**src/hw/rtl/sgmg_pkg.sv**
```systemverilog
// Shared types, widths and codes of the structured grid mesh generator.
package sgmg_pkg;

	localparam int CW  = 11;
	localparam int RW  = CW + 1;
	localparam int PW  = 2 * RW;
	localparam int EW  = 2 * CW;
	localparam int NW  = 31;
	localparam int XW  = 42;
	localparam int VW  = 48;
	localparam int SW  = 32;
	localparam int DW  = 64;
	localparam int IW  = 3;
	localparam int SLW = 3;
	localparam int HW  = 2;

	localparam logic [CW-1:0] MAX_CELLS = CW'(1024);

	localparam logic [IW-1:0] REG_DIMENSION = 3'd0;
	localparam logic [IW-1:0] REG_CELLS_X   = 3'd1;
	localparam logic [IW-1:0] REG_CELLS_Y   = 3'd2;
	localparam logic [IW-1:0] REG_CELLS_Z   = 3'd3;
	localparam logic [IW-1:0] REG_SPACING_X = 3'd4;
	localparam logic [IW-1:0] REG_SPACING_Y = 3'd5;
	localparam logic [IW-1:0] REG_SPACING_Z = 3'd6;

	localparam logic [1:0] DIM_LINE = 2'd1;
	localparam logic [1:0] DIM_QUAD = 2'd2;
	localparam logic [1:0] DIM_HEX  = 2'd3;

	localparam logic OP_NODE    = 1'b0;
	localparam logic OP_ELEMENT = 1'b1;

	typedef struct packed {
		logic [1:0]    dim;
		logic [CW-1:0] nx;
		logic [CW-1:0] ny;
		logic [CW-1:0] nz;
		logic [RW-1:0] row;
		logic [PW-1:0] plane;
		logic [EW-1:0] elem_plane;
		logic [SW-1:0] sx;
		logic [SW-1:0] sy;
		logic [SW-1:0] sz;
		logic [DW-1:0] sxsy;
		logic [DW-1:0] top;
	} sgmg_cfg_t;

	typedef struct packed {
		logic          err;
		logic          op;
		logic [NW-1:0] base;
		logic [NW-1:0] elem;
		logic [XW-1:0] px;
		logic [XW-1:0] py;
		logic [XW-1:0] pz;
		logic [VW-1:0] vol;
	} sgmg_item_t;

	typedef struct packed {
		logic           error;
		logic [NW-1:0]  item_number;
		logic [SLW-1:0] vertex_slot;
		logic [NW-1:0]  node_index;
		logic [XW-1:0]  pos_x;
		logic [XW-1:0]  pos_y;
		logic [XW-1:0]  pos_z;
		logic [VW-1:0]  volume;
		logic           last;
	} sgmg_beat_t;

	function automatic logic [CW-1:0] eff_cells(input logic [CW-1:0] c);
		logic [CW-1:0] r;
		if (c == '0) begin
			r = CW'(1);
		end else if (c > MAX_CELLS) begin
			r = MAX_CELLS;
		end else begin
			r = c;
		end
		return r;
	endfunction

endpackage

```
**src/hw/rtl/sgmg_emit.sv**
```systemverilog
// Vertex expander and output register: one beat per node or error, 2, 4 or 8 per element.
module sgmg_emit import sgmg_pkg::*; (
	input  logic       clk,
	input  logic       arst_n,
	input  sgmg_cfg_t  cfg,
	input  logic       item_valid,
	output logic       item_ready,
	input  sgmg_item_t item,
	output logic       out_valid,
	input  logic       out_stall,
	output sgmg_beat_t beat
);

	logic           v_s4;
	sgmg_item_t     it_s4;
	logic [SLW-1:0] cnt_q;
	logic           ov_q;
	sgmg_beat_t     beat_q;

	logic [SLW-1:0] last_idx;
	logic           o_load;
	logic           fire;
	logic           beat_last;
	logic [NW-1:0]  vert;
	sgmg_beat_t     nxt;

	always_comb begin
		case (cfg.dim)
			DIM_LINE: last_idx = SLW'(1);
			DIM_QUAD: last_idx = SLW'(3);
			default:  last_idx = SLW'(7);
		endcase
	end

	assign o_load     = !ov_q || !out_stall;
	assign fire       = v_s4 && o_load;
	assign beat_last  = it_s4.err || (it_s4.op == OP_NODE) || (cnt_q == last_idx);
	assign item_ready = !v_s4 || (fire && beat_last);

	assign vert = it_s4.base
		+ NW'(cnt_q[0] ^ cnt_q[1])
		+ (cnt_q[1] ? NW'(cfg.row) : '0)
		+ (cnt_q[2] ? NW'(cfg.plane) : '0);

	always_comb begin
		nxt = '0;
		if (it_s4.err) begin
			nxt.error = 1'b1;
			nxt.last  = 1'b1;
		end else if (it_s4.op == OP_NODE) begin
			nxt.item_number = it_s4.base;
			nxt.node_index  = it_s4.base;
			nxt.pos_x       = it_s4.px;
			nxt.pos_y       = it_s4.py;
			nxt.pos_z       = it_s4.pz;
			nxt.volume      = it_s4.vol;
			nxt.last        = 1'b1;
		end else begin
			nxt.item_number = it_s4.elem;
			nxt.vertex_slot = cnt_q;
			nxt.node_index  = vert;
			nxt.last        = beat_last;
		end
	end

	always_ff @(posedge clk or negedge arst_n) begin
		if (!arst_n) begin
			v_s4  <= 1'b0;
			cnt_q <= '0;
			ov_q  <= 1'b0;
		end else begin
			if (item_ready) begin
				v_s4 <= item_valid;
			end
			if (fire) begin
				cnt_q <= beat_last ? '0 : cnt_q + SLW'(1);
			end
			if (o_load) begin
				ov_q <= v_s4;
			end
		end
	end

	always_ff @(posedge clk) begin
		if (item_ready && item_valid) begin
			it_s4 <= item;
		end
		if (fire) begin
			beat_q <= nxt;
		end
	end

	assign out_valid = ov_q;
	assign beat      = beat_q;

	a_cnt_idle: assert property (@(posedge clk) disable iff (!arst_n)
		!v_s4 |-> cnt_q == '0)
		else $error("vertex counter not cleared between requests");

	a_err_last: assert property (@(posedge clk) disable iff (!arst_n)
		ov_q && beat_q.error |-> beat_q.last)
		else $error("error beat not marked last");

	a_slot_range: assert property (@(posedge clk) disable iff (!arst_n)
		v_s4 && it_s4.op == OP_ELEMENT && !it_s4.err |-> cnt_q <= last_idx)
		else $error("vertex slot beyond element size");

endmodule

```
**config.mk**
```make
export PLATFORM = sky130hd
export DESIGN_NAME = sgmg_emit
export DESIGN_NICKNAME = d
export VERILOG_FILES = /design/src/hw/rtl/sgmg_pkg.sv /design/src/hw/rtl/sgmg_emit.sv
export SDC_FILE = /design/constraint.sdc
export NUM_CORES = 1
export LEC_CHECK = 0
export BUFFER_PORTS_ARGS = -buffer_cell sky130_fd_sc_hd__buf_2
export CORE_AREA = 2 2 312 314
export DETAILED_ROUTE_END_ITERATION = 7
export DIE_AREA = 0 0 314 316
export GPL_TIMING_DRIVEN = 1
export REMOVE_ABC_BUFFERS = 1
export SLEW_MARGIN = 20
export SYNTH_ARGS = -nofsm -noshare
export SYNTH_HDL_FRONTEND = slang
export SYNTH_SLANG_ARGS = --single-unit
```
**constraint.sdc**
```tcl
create_clock -name clk -period 13.25 [get_ports clk]
set_input_delay 2.65 -clock clk [delete_from_list [all_inputs] [get_ports clk]]
set_output_delay 2.65 -clock clk [all_outputs]
set_load 0.05 [all_outputs]
```
==> flow_summary.yaml <==
min_path:
  min_path_type: "reg -> reg"
timing:
  final.min_clock_period_ns: 6.75
  tightest_slew_ns: 1.08
  slew_viol_final: 0
  fin_skew_ns: 0.0185
  slew_headroom_pct: 27.8
  setup_slack_ns: 6.50
  finalCritPeriodShare_pct: 50.9
  grt_setup_unrepaired: "no"
  hold_viol_final: 0
  max_freq_ghz: 0.148
  whs_ns: 0.488
  setup_violations: 0
clocking:
  cts_buffer_depth: 3
  cts_hold_buf: 0
  cts_buffers: 56
  post_cts_resized: 0
  clk_pin_slew_ns: 0.06
  cts_sinks: 484
  cts_tree: "yes"
  clock_latency_ns: 0.64
  cts-root-buf: "clkbuf_16"
  postCtsSetupRepairBufs: 0
  cts_max_level: 2
setup_path:
  crit_start: "out_stall"
  crit_chain: "buf_2 -> nand2_1 -> nand2_1 -> inv_8 -> nand2_1 -> nand2_1 -> buf_2"
  path_class: "in -> out"
  slowest_delay_ns: 0.55
  r2r-start: "cnt_q[2]$_DFFE_PN0P_"
  endpoint: "item_ready"
  r2r_end: "beat[202]$_SDFFCE_PP0P_"
  path_common_cell: "nand2_1"
  reg2regPathDepth: 10
  cp.depth: 7
  critPathBufInv: 3
  end_kind: "output port"
  startpoint_type: "input port"
  critPathTopFamily: "buffers and inverters"
  required_ns: 10.60
  arrival_ns: 4.10
  cp_slowest_cell: "inv_8"
  critPathMaxFanout: 109
  ff2ff_setup_slack_ns: 8.53
global_routing:
  antenna_found_initial: 35
  grt_usage_pct: 11.4
  grt_pass1_vias: 11300
  grt_max_degree: 138
  gr-total-overflow: 0
  grt_pass1_wl_um: 80500
placed_design:
  pre_cts_slack_ns: 6.36
  gp_congestion: 0.769
  place.port_buffers: 522
  hpwl_um: 42600
outcome:
  status: "finished clean"
logic_synthesis:
  syn-cell-area_um2: 18800
  synth_cell_types: 59
  avgSynthCellArea_um2: 16.3
  synth_edf_count: 479
  netlist_instances: 1153
  synthArstFlopShare_pct: 1.03
  seq_area_frac_synth_pct: 77.1
  yosysWarningCount: 0
  synth_seq_cells: 484
  synth_flop_cell: "edfxtp_1"
pwr:
  peakVddDrop_mv: 0.119
  p_leak_nw: 9.75
  power_density_nw_per_um2: 164
floorplanning:
  die_w_um: 314
  die_height_um: 316
  core_area_um2: 96000
  num_rows: 114
  io-pin-count: 802
  die-area_um2: 99200
  initial_utilization_pct: 19.6
routing:
  wl_per_cell_um: 19.5
  drt_wl_total_um: 58900
  drt_iter0_drc: 974
  vias: 11500
  route.detailed.drc: 0
  antenna_left: 0
  drt_pre_antenna_iters: 6
  viasPerCell: 3.80
layout:
  nFillCells: 9908
  layout.nets: 2305
  layout_common_cells: "buf_2, edfxtp_1, and2_1"
  final_common_cell: "buf_2"
  layout-drive-gt1-share_pct: 36.1
  area_growth_pct: 31.7
flow_run:
  cap_viol_max_count: 0
[synthesized netlist by cell type, types with 4 or more instances]
| master | number | area, um2 |
|---|---|---|
| o21ai_0 | 25 | 125 |
| nand3_1 | 12 | 60.1 |
| a211oi_1 | 6 | 45.0 |
| inv_1 | 12 | 45.0 |
| o22ai_1 | 6 | 37.5 |
| xnor2_1 | 10 | 87.6 |
| nand2_1 | 62 | 233 |
| ha_1 | 39 | 488 |
| nor2_1 | 38 | 143 |
| and3_1 | 4 | 25.0 |
| a21oi_1 | 55 | 275 |
| xor2_1 | 5 | 43.8 |
| and2_1 | 214 | 1340 |
| nand4_1 | 4 | 25.0 |
| buf_1 | 6 | 22.5 |
| fa_1 | 13 | 260 |
| dfrtp_1 | 5 | 125 |
| nand2b_1 | 23 | 144 |
| a21o_1 | 14 | 105 |
| clkbuf_1 | 39 | 146 |
| edfxtp_1 | 479 | 14400 |
| nor3_1 | 6 | 30.0 |
| mux2i_1 | 13 | 130 |
| o211ai_1 | 5 | 37.5 |
| nor2b_1 | 8 | 50.1 |
[cell type report]
cell class	instances	area (um2)	area share, %
diodes	10	25.0	0.101
well taps	1276	1600	6.44
inverters	12	52.6	0.212
clock buffers	70	1490	5.99
repair buffers	532	2710	10.9
flip-flops and latches	484	14500	58.5
multi-input cells	608	4090	16.5
clock inverters	33	318	1.28
[registers in the layout, summed over array words and instances, names as in the netlist]
signal	flops
beat	241
cnt_q	3
it_s4	238
out_valid	1
v_s4	1
[power by group]
part,total [mW],switching [mW],internal [mW],leakage [nW]
clock,1.54,0.659,0.877,0.877
combinational,0.629,0.493,0.136,4.15
sequential,1.90,0.0429,1.86,4.72
total,4.07,1.19,2.87,9.75
[worst register-to-register path, cell delays in order, from the launching register on]
cell and delay, ns:
dfrtp_1 0.96, and2_1 0.25, fa_1 0.42, ha_1 0.37
a21oi_1 0.27, nand2_1 0.16, o21ai_0 0.50, a21oi_1 0.27
o21ai_0 0.75, a211oi_1 0.21, mux2_2 0.31
[stage by stage]
step           cells  setup TNS, ns  total power, mW  utilization (%)  instance area (um2)
2_1_floorplan   1104        -269.71             2.38                -                18600
3_3_place_gp    2912              0             2.57             23.9                23000
3_5_place_dp    2912              0             2.58             23.9                23000
4_1_cts         3015              0             4.14             25.8                24800
5_1_grt         3017              0             4.23             25.8                24800
6_report        3025              0             4.07             25.8                24800
[how the worst min path moves through the flow]
stage	end	cells past startpoint	from
after floorplan	out_valid$_DFFE_PN0N_	1	v_s4$_DFFE_PN0N_
after global placement	out_valid$_DFFE_PN0N_	1	v_s4$_DFFE_PN0N_
after detailed placement	out_valid$_DFFE_PN0N_	1	v_s4$_DFFE_PN0N_
after CTS	out_valid$_DFFE_PN0N_	1	v_s4$_DFFE_PN0N_
after global routing	out_valid$_DFFE_PN0N_	1	v_s4$_DFFE_PN0N_
final	out_valid$_DFFE_PN0N_	1	v_s4$_DFFE_PN0N_
[cells by family after synthesis]
logic type	after synthesis	share of synthesized area [%]
and+or+nand+nor	385	11.5
muxes	16	0.870
DFF	484	77.1
AOI/OAI and AO/OA	140	4.66
adders and majority gates	52	3.97
buffers and inverters	61	1.28
xor gates and xnor gates	15	0.698
[metal layers]
metal	track usage, %	routed length, um	part of all wire [%]	vias to the layer above
li1	-	-	-	5358
met1	15.0	25600	43	5522
met2	16.9	25900	44	475
met3	4.81	5890	10	103
met4	3.78	1380	2.3	32
met5	0	220	0.37	-
(Power assumes the default switching activity.)
