==> src/hw/rtl/sgmg_pkg.sv <==
// Shared types, widths and codes of the structured grid mesh generator.
package sgmg_pkg;

	localparam int CW  = 11;
	localparam int RW  = CW + 1;
	localparam int PW  = 2 * RW;
	localparam int EW  = 2 * CW;
	localparam int NW  = 31;
	localparam int XW  = 42;
	localparam int VW  = 48;
	localparam int SW  = 32;
	localparam int DW  = 64;
	localparam int IW  = 3;
	localparam int SLW = 3;
	localparam int HW  = 2;

	localparam logic [CW-1:0] MAX_CELLS = CW'(1024);

	localparam logic [IW-1:0] REG_DIMENSION = 3'd0;
	localparam logic [IW-1:0] REG_CELLS_X   = 3'd1;
	localparam logic [IW-1:0] REG_CELLS_Y   = 3'd2;
	localparam logic [IW-1:0] REG_CELLS_Z   = 3'd3;
	localparam logic [IW-1:0] REG_SPACING_X = 3'd4;
	localparam logic [IW-1:0] REG_SPACING_Y = 3'd5;
	localparam logic [IW-1:0] REG_SPACING_Z = 3'd6;

	localparam logic [1:0] DIM_LINE = 2'd1;
	localparam logic [1:0] DIM_QUAD = 2'd2;
	localparam logic [1:0] DIM_HEX  = 2'd3;

	localparam logic OP_NODE    = 1'b0;
	localparam logic OP_ELEMENT = 1'b1;

	typedef struct packed {
		logic [1:0]    dim;
		logic [CW-1:0] nx;
		logic [CW-1:0] ny;
		logic [CW-1:0] nz;
		logic [RW-1:0] row;
		logic [PW-1:0] plane;
		logic [EW-1:0] elem_plane;
		logic [SW-1:0] sx;
		logic [SW-1:0] sy;
		logic [SW-1:0] sz;
		logic [DW-1:0] sxsy;
		logic [DW-1:0] top;
	} sgmg_cfg_t;

	typedef struct packed {
		logic          err;
		logic          op;
		logic [NW-1:0] base;
		logic [NW-1:0] elem;
		logic [XW-1:0] px;
		logic [XW-1:0] py;
		logic [XW-1:0] pz;
		logic [VW-1:0] vol;
	} sgmg_item_t;

	typedef struct packed {
		logic           error;
		logic [NW-1:0]  item_number;
		logic [SLW-1:0] vertex_slot;
		logic [NW-1:0]  node_index;
		logic [XW-1:0]  pos_x;
		logic [XW-1:0]  pos_y;
		logic [XW-1:0]  pos_z;
		logic [VW-1:0]  volume;
		logic           last;
	} sgmg_beat_t;

	function automatic logic [CW-1:0] eff_cells(input logic [CW-1:0] c);
		logic [CW-1:0] r;
		if (c == '0) begin
			r = CW'(1);
		end else if (c > MAX_CELLS) begin
			r = MAX_CELLS;
		end else begin
			r = c;
		end
		return r;
	endfunction

endpackage

==> src/hw/rtl/sgmg_pipe.sv <==
// Three-stage request pipeline: range check, index and position products, sums and volume.
module sgmg_pipe import sgmg_pkg::*; (
	input  logic          clk,
	input  logic          arst_n,
	input  sgmg_cfg_t     cfg,
	input  logic          in_valid,
	output logic          in_stall,
	input  logic          op,
	input  logic [CW-1:0] coord_i,
	input  logic [CW-1:0] coord_j,
	input  logic [CW-1:0] coord_k,
	output logic          item_valid,
	input  logic          item_ready,
	output sgmg_item_t    item
);

	logic          err0;
	logic [HW-1:0] h0;
	logic          rdy1;
	logic          rdy2;
	logic          rdy3;

	logic          v_s1;
	logic          op_s1;
	logic          err_s1;
	logic [HW-1:0] h_s1;
	logic [CW-1:0] ci_s1;
	logic [CW-1:0] cj_s1;
	logic [CW-1:0] ck_s1;

	logic               v_s2;
	logic               op_s2;
	logic               err_s2;
	logic [HW-1:0]      h_s2;
	logic [CW-1:0]      ci_s2;
	logic [PW+CW-1:0]   kp_s2;
	logic [RW+CW-1:0]   jr_s2;
	logic [EW+CW-1:0]   ke_s2;
	logic [2*CW-1:0]    jn_s2;
	logic [XW-1:0]      px_s2;
	logic [XW-1:0]      py_s2;
	logic [XW-1:0]      pz_s2;

	logic          v_s3;
	logic          op_s3;
	logic          err_s3;
	logic [HW-1:0] h_s3;
	logic [NW-1:0] base_s3;
	logic [NW-1:0] elem_s3;
	logic [XW-1:0] px_s3;
	logic [XW-1:0] py_s3;
	logic [XW-1:0] pz_s3;

	logic [CW+SW-1:0] px_d;
	logic [CW+SW-1:0] py_d;
	logic [CW+SW-1:0] pz_d;
	logic [PW+CW-1:0] base_d;
	logic [EW+CW-1:0] elem_d;
	logic [DW-1:0]    v2;
	logic [DW-1:0]    v3;
	logic [VW-1:0]    vol;

	always_comb begin
		if (op == OP_NODE) begin
			err0 = (coord_i > cfg.nx) || (coord_j > cfg.ny) || (coord_k > cfg.nz);
		end else begin
			err0 = (coord_i >= cfg.nx)
				|| ((cfg.dim >= DIM_QUAD) ? (coord_j >= cfg.ny) : (coord_j != '0))
				|| ((cfg.dim == DIM_HEX) ? (coord_k >= cfg.nz) : (coord_k != '0));
		end
		h0 = HW'(coord_i == '0 || coord_i == cfg.nx)
			+ HW'(cfg.dim >= DIM_QUAD && (coord_j == '0 || coord_j == cfg.ny))
			+ HW'(cfg.dim == DIM_HEX && (coord_k == '0 || coord_k == cfg.nz));
	end

	assign rdy3     = !v_s3 || item_ready;
	assign rdy2     = !v_s2 || rdy3;
	assign rdy1     = !v_s1 || rdy2;
	assign in_stall = !rdy1;

	always_ff @(posedge clk or negedge arst_n) begin
		if (!arst_n) begin
			v_s1 <= 1'b0;
			v_s2 <= 1'b0;
			v_s3 <= 1'b0;
		end else begin
			if (rdy1) begin
				v_s1 <= in_valid;
			end
			if (rdy2) begin
				v_s2 <= v_s1;
			end
			if (rdy3) begin
				v_s3 <= v_s2;
			end
		end
	end

	assign px_d = (CW+SW)'(ci_s1) * (CW+SW)'(cfg.sx);
	assign py_d = (CW+SW)'(cj_s1) * (CW+SW)'(cfg.sy);
	assign pz_d = (CW+SW)'(ck_s1) * (CW+SW)'(cfg.sz);

	assign base_d = kp_s2 + (PW+CW)'(jr_s2) + (PW+CW)'(ci_s2);
	assign elem_d = ke_s2 + (EW+CW)'(jn_s2) + (EW+CW)'(ci_s2);

	always_ff @(posedge clk) begin
		if (rdy1 && in_valid) begin
			op_s1  <= op;
			err_s1 <= err0;
			h_s1   <= h0;
			ci_s1  <= coord_i;
			cj_s1  <= coord_j;
			ck_s1  <= coord_k;
		end
		if (rdy2 && v_s1) begin
			op_s2  <= op_s1;
			err_s2 <= err_s1;
			h_s2   <= h_s1;
			ci_s2  <= ci_s1;
			kp_s2  <= (PW+CW)'(ck_s1) * (PW+CW)'(cfg.plane);
			jr_s2  <= (RW+CW)'(cj_s1) * (RW+CW)'(cfg.row);
			ke_s2  <= (EW+CW)'(ck_s1) * (EW+CW)'(cfg.elem_plane);
			jn_s2  <= (2*CW)'(cj_s1) * (2*CW)'(cfg.nx);
			px_s2  <= px_d[XW-1:0];
			py_s2  <= py_d[XW-1:0];
			pz_s2  <= pz_d[XW-1:0];
		end
		if (rdy3 && v_s2) begin
			op_s3   <= op_s2;
			err_s3  <= err_s2;
			h_s3    <= h_s2;
			base_s3 <= base_d[NW-1:0];
			elem_s3 <= elem_d[NW-1:0];
			px_s3   <= px_s2;
			py_s3   <= py_s2;
			pz_s3   <= pz_s2;
		end
	end

	assign v2 = (cfg.sxsy >> 16) >> h_s3;
	assign v3 = cfg.top >> h_s3;

	always_comb begin
		case (cfg.dim)
			DIM_LINE: vol = VW'(cfg.sx >> h_s3);
			DIM_QUAD: vol = v2[VW-1:0];
			default:  vol = (|v3[DW-1:VW]) ? '1 : v3[VW-1:0];
		endcase
	end

	assign item_valid = v_s3;

	always_comb begin
		item      = '0;
		item.err  = err_s3;
		item.op   = op_s3;
		item.base = base_s3;
		item.elem = elem_s3;
		item.px   = px_s3;
		item.py   = py_s3;
		item.pz   = pz_s3;
		item.vol  = vol;
	end

endmodule

==> config.mk <==
export PLATFORM = sky130hd
export DESIGN_NAME = sgmg_pipe
export DESIGN_NICKNAME = d
export VERILOG_FILES = /design/src/hw/rtl/sgmg_pkg.sv /design/src/hw/rtl/sgmg_pipe.sv
export SDC_FILE = /design/constraint.sdc
export NUM_CORES = 2
export LEC_CHECK = 0
export BUFFER_PORTS_ARGS = -buffer_cell sky130_fd_sc_hd__buf_2
export CAP_MARGIN = 20
export CORE_UTILIZATION = 45
export DETAILED_ROUTE_END_ITERATION = 8
export GPL_TIMING_DRIVEN = 0
export MAX_ROUTING_LAYER = met4
export PLACE_DENSITY = 0.69
export SKIP_LAST_GASP = 1
export SLEW_MARGIN = 20
export SYNTH_ARGS = -nofsm -noshare
export SYNTH_HDL_FRONTEND = slang
export SYNTH_SLANG_ARGS = --single-unit
==> constraint.sdc <==
create_clock -name clk -period 9.8 [get_ports clk]
set_clock_uncertainty 0.2 [all_clocks]
set_input_delay 1.96 -clock clk [delete_from_list [all_inputs] [get_ports clk]]
set_output_delay 1.96 -clock clk [all_outputs]
set_load 0.1 [all_outputs]
==> metrics.csv <==
metric,value,unit
outcome,"complete, no violations",
crit path DAT,8.49,ns
routed wire length,232.0,mm
critical-path cell list,clkbuf_1 > clkbuf_1 > clkbuf_1 > nand2_1 > fa_1 > fa_1 > inv_1 > fa_1 > fa_1 > inv_1 > fa_1 > inv_1 > ha_1 > and3_1 > or3b_1 > nor3_1 > o211ai_1 > nand3_1 > a221oi_2 > o21ai_2 > a41oi_1 > nand2b_1 > a21oi_2 > xnor2_1,
total of flip-flops plus latches after synthesis,480,
crit path from,ck_s1[2],
crit share post-route,84.41,%
routed via count,57304,
CTS sink count,480,
M3 GR Usage,5.484,%
Max IR drop VDD,0.0005015,V
Port Buf Inserts,575,
via/cell ratio,5.366,
first-pass GRT wire length,355.6,mm
CP startpoint kind,flop,
met2 usage,44.38,%
Worst Tran Pin Value,1.170,ns
Die ar.,171600,µm²
sequential share of the synthesized area,18.83,%
worst hold path type,flop to flop,
Yosys warnings,0,
GRT Util Overall,28.06,%
pin count of the biggest net entering global routing,54,
row count,150,
Multi-input gate area,55220,µm²
Synth Area per Inst,9.904,µm²
Area growth syn-to-layout,10.59,%
Starting Density,45.53,%
Post-synth EDFFs,477,
Fmax,120.9,MHz
asr flop ratio synth,0.6250,%
fill cell count,15418,
hpwl dp,193.4,mm
DRT antenna net count,0,
Routed WL per cell,21.72,µm
initial antenna violation count,55,
GR Overflow Total,0,
"Hold Violations, Final",0,
core area,168000,µm²
Worst-path clk slew,0.06,ns
Post-CTS Setup Bufs,0,
Critical-path top delay cell,clkbuf_1,
P per Cell Area,387.9,nW/µm²
post-synthesis cell type count,90,
Clock Tree Buf Depth,3,
Final min period,8.272,ns
post-synth net total,10021,
# nets final,10672,
Worst EP required,10.01,ns
clock latency on the worst-skew pair,0.70,ns
RSZ-0062 raised after global routing,no,
final cell count without fillers,10679,
Pleak,39.79,nW
register area,14400,µm²
count of pins over their slew limit,0,
vias in the first global route,60596,
Mapped Cells,7722,
critical path's top delay family,adder cells,
setup violators final,0,
Synth Flop Type,edfxtp_1,
Die Y,414.3,µm
"Core Util, Final",50.35,%
"slowest stage delay, CP",0.89,ns
Slew headroom,21.98,%
Max Cap Viol,0,
first-pass iteration count of the detailed router,8,
most frequent cell on the critical path,fa_1,
Post-CTS Resized,0,
critical-path maximum fanout,10,
CTS tree,built,
# hold bufs at CTS,0,
gr busiest metal,met2,
Critical Path End Type,flop,
Synth Cell Area,76480,µm²
GR met1 Demand/Resource,34.18,%
Detailed Route Iter0 Violations,3938,
DRC viols,0,
die width,414.3,µm
placed cells,10516,
crit path kind,flop to flop,
routability cong.,0.9780,
io pins,595,
CTS buffer count,59,
hold path start,pz_s2[7],
r2r startpoint,ck_s1[2],
Critical path buffers and inverters,6,
layout cells sized above 1,9.913,%
H-Tree Depth,2,
Clock Tree Root,clkbuf_16,
-- cell type report --
type                    instances  share of cell area, %
inverters                    1416                  6.284
well taps                    2204                  3.260
multi-input cells            5414                  65.29
clock buffers                  70                  1.842
diodes                         52                 0.1538
repair buffers                590                  3.800
clock inverters                41                 0.4985
flip-flops and latches        480                  17.02
plain buffers                 412                  1.848
-- worst register-to-register path: stages (launching register included) --
cell and delay, ns:
edfxtp_1 0.33, clkbuf_1 0.38, clkbuf_1 0.89, clkbuf_1 0.49, nand2_1 0.15, fa_1 0.52, fa_1 0.52, inv_1 0.06
fa_1 0.49, fa_1 0.49, inv_1 0.05, fa_1 0.47, inv_1 0.04, ha_1 0.36, and3_1 0.27, or3b_1 0.50
nor3_1 0.31, o211ai_1 0.28, nand3_1 0.30, a221oi_2 0.14, o21ai_2 0.30, a41oi_1 0.19, nand2b_1 0.12, a21oi_2 0.07
xnor2_1 0.12
-- path summary, 6_finish.rpt --
| kind | to | slack (ns) | cells after the start |
|---|---|---|---|
| max | pz_s2[39] | 1.53 | 24 |
| min | pz_s3[7] | 0.17 | 0 |
| max reg2reg | pz_s2[39] | 1.53 | 24 |
| min reg2reg | pz_s3[7] | 0.17 | 0 |
| max in group asynchronous | v_s1 | 8.44 | 1 |
| min in group asynchronous | item_valid | 0.85 | 1 |
-- metal layers --
layer  vias to the layer above  wire [µm]
met1                     29218      91950
met2                      2177     109400
met4                         0      13230
met5                         -          0
li1                      25422          -
met3                       487      17370
-- stage by stage --
stage	setup slack (ns)	hold WS (ns)	total power [mW]	setup TNS, ns	instance area (µm²)
2_1_floorplan	1.243	0.2003	24.35	0	76480
3_3_place_gp	-2.001	0.2013	29.94	-704.12	82120
3_5_place_dp	0.7336	0.2045	30.40	0	82470
4_1_cts	1.503	0.1637	32.92	0	84450
5_1_grt	1.174	0.1720	35.83	0	84560
6_report	1.528	0.1714	32.81	0	84580
-- flip-flops by register name, indices dropped and copies added (netlist names), 11 cells and up --
register,flops
pz_s2,42
jr_s2,23
base_s3,31
cj_s1,11
elem_s3,31
py_s3,42
ci_s1,11
px_s3,42
ci_s2,11
py_s2,42
ck_s1,11
pz_s3,42
px_s2,42
jn_s2,22
ke_s2,31
kp_s2,31
-- report_power, final --
group	internal (mW)	switching (mW)
clock network	1.28	0.978
registers	4.43	0.308
logic	10.0	15.8
total	15.7	17.1
-- kinds of logic after synthesis --
kind of cell	Yosys count	share of synthesized area [%]
AO/OA/AOI/OAI	744	6.277
buffers and inverters	1828	8.988
flip-flops	480	18.83
multiplexers	127	2.981
XOR/XNOR	248	2.840
AND/OR/NAND/NOR	2351	14.85
adder cells (fa/ha/maj)	1944	45.23
-- synth_stat cells, drive strengths merged, types with 4 or more instances --
master	n	area (µm²)
o211ai	20	155.1
o21ai	225	1145
or3	10	62.56
o31ai	10	103.9
edfxtp	477	14320
a21boi	15	112.6
nand3	49	245.2
nand4	27	168.9
and2	749	4686
inv	1415	5311
a21o	108	810.8
nor2b	43	269.0
a211oi	17	132.6
nor2	142	533.0
o21a	42	322.8
or2	5	31.28
fa	1368	27390
mux2i	32	320.3
buf	12	57.55
a221o	4	40.04
nand2b	44	275.3
and3	30	187.7
a41oi	5	70.08
o41ai	6	75.08
a221oi	4	53.80
nor4	16	100.1
a21oi	184	939.7
nand2	1176	4414
nor3	40	200.2
o21bai	24	183.9
mux4	79	1779
o31a	10	96.35
clkbuf	400	1501
a211o	4	35.03
xnor2	186	1629
or4	4	30.03
a2111oi	5	50.04
ha	576	7207
a31oi	35	225.2
mux2	16	180.2
and4	4	35.03
xor2	62	543.0
-- cell usage in the layout (no fill, tap or decap), types with 19 or more instances in the layout --
cell	count
inv_1	1415
fa_1	1368
nand2_1	1176
and2_1	747
buf_2	579
ha_1	576
edfxtp_1	477
clkbuf_1	404
o21ai_0	204
xnor2_1	186
a21oi_1	178
nor2_1	142
a21o_1	108
mux4_2	79
xor2_1	62
clkbuf_16	59
diode_2	52
nand3_1	49
nand2b_1	44
nor2b_1	42
o21a_1	41
nor3_1	40
a31oi_1	34
mux2i_1	32
and3_1	30
nand4_1	27
o21bai_1	23
o211ai_1	19
No activity file was read; power rests on OpenSTA's default activity.
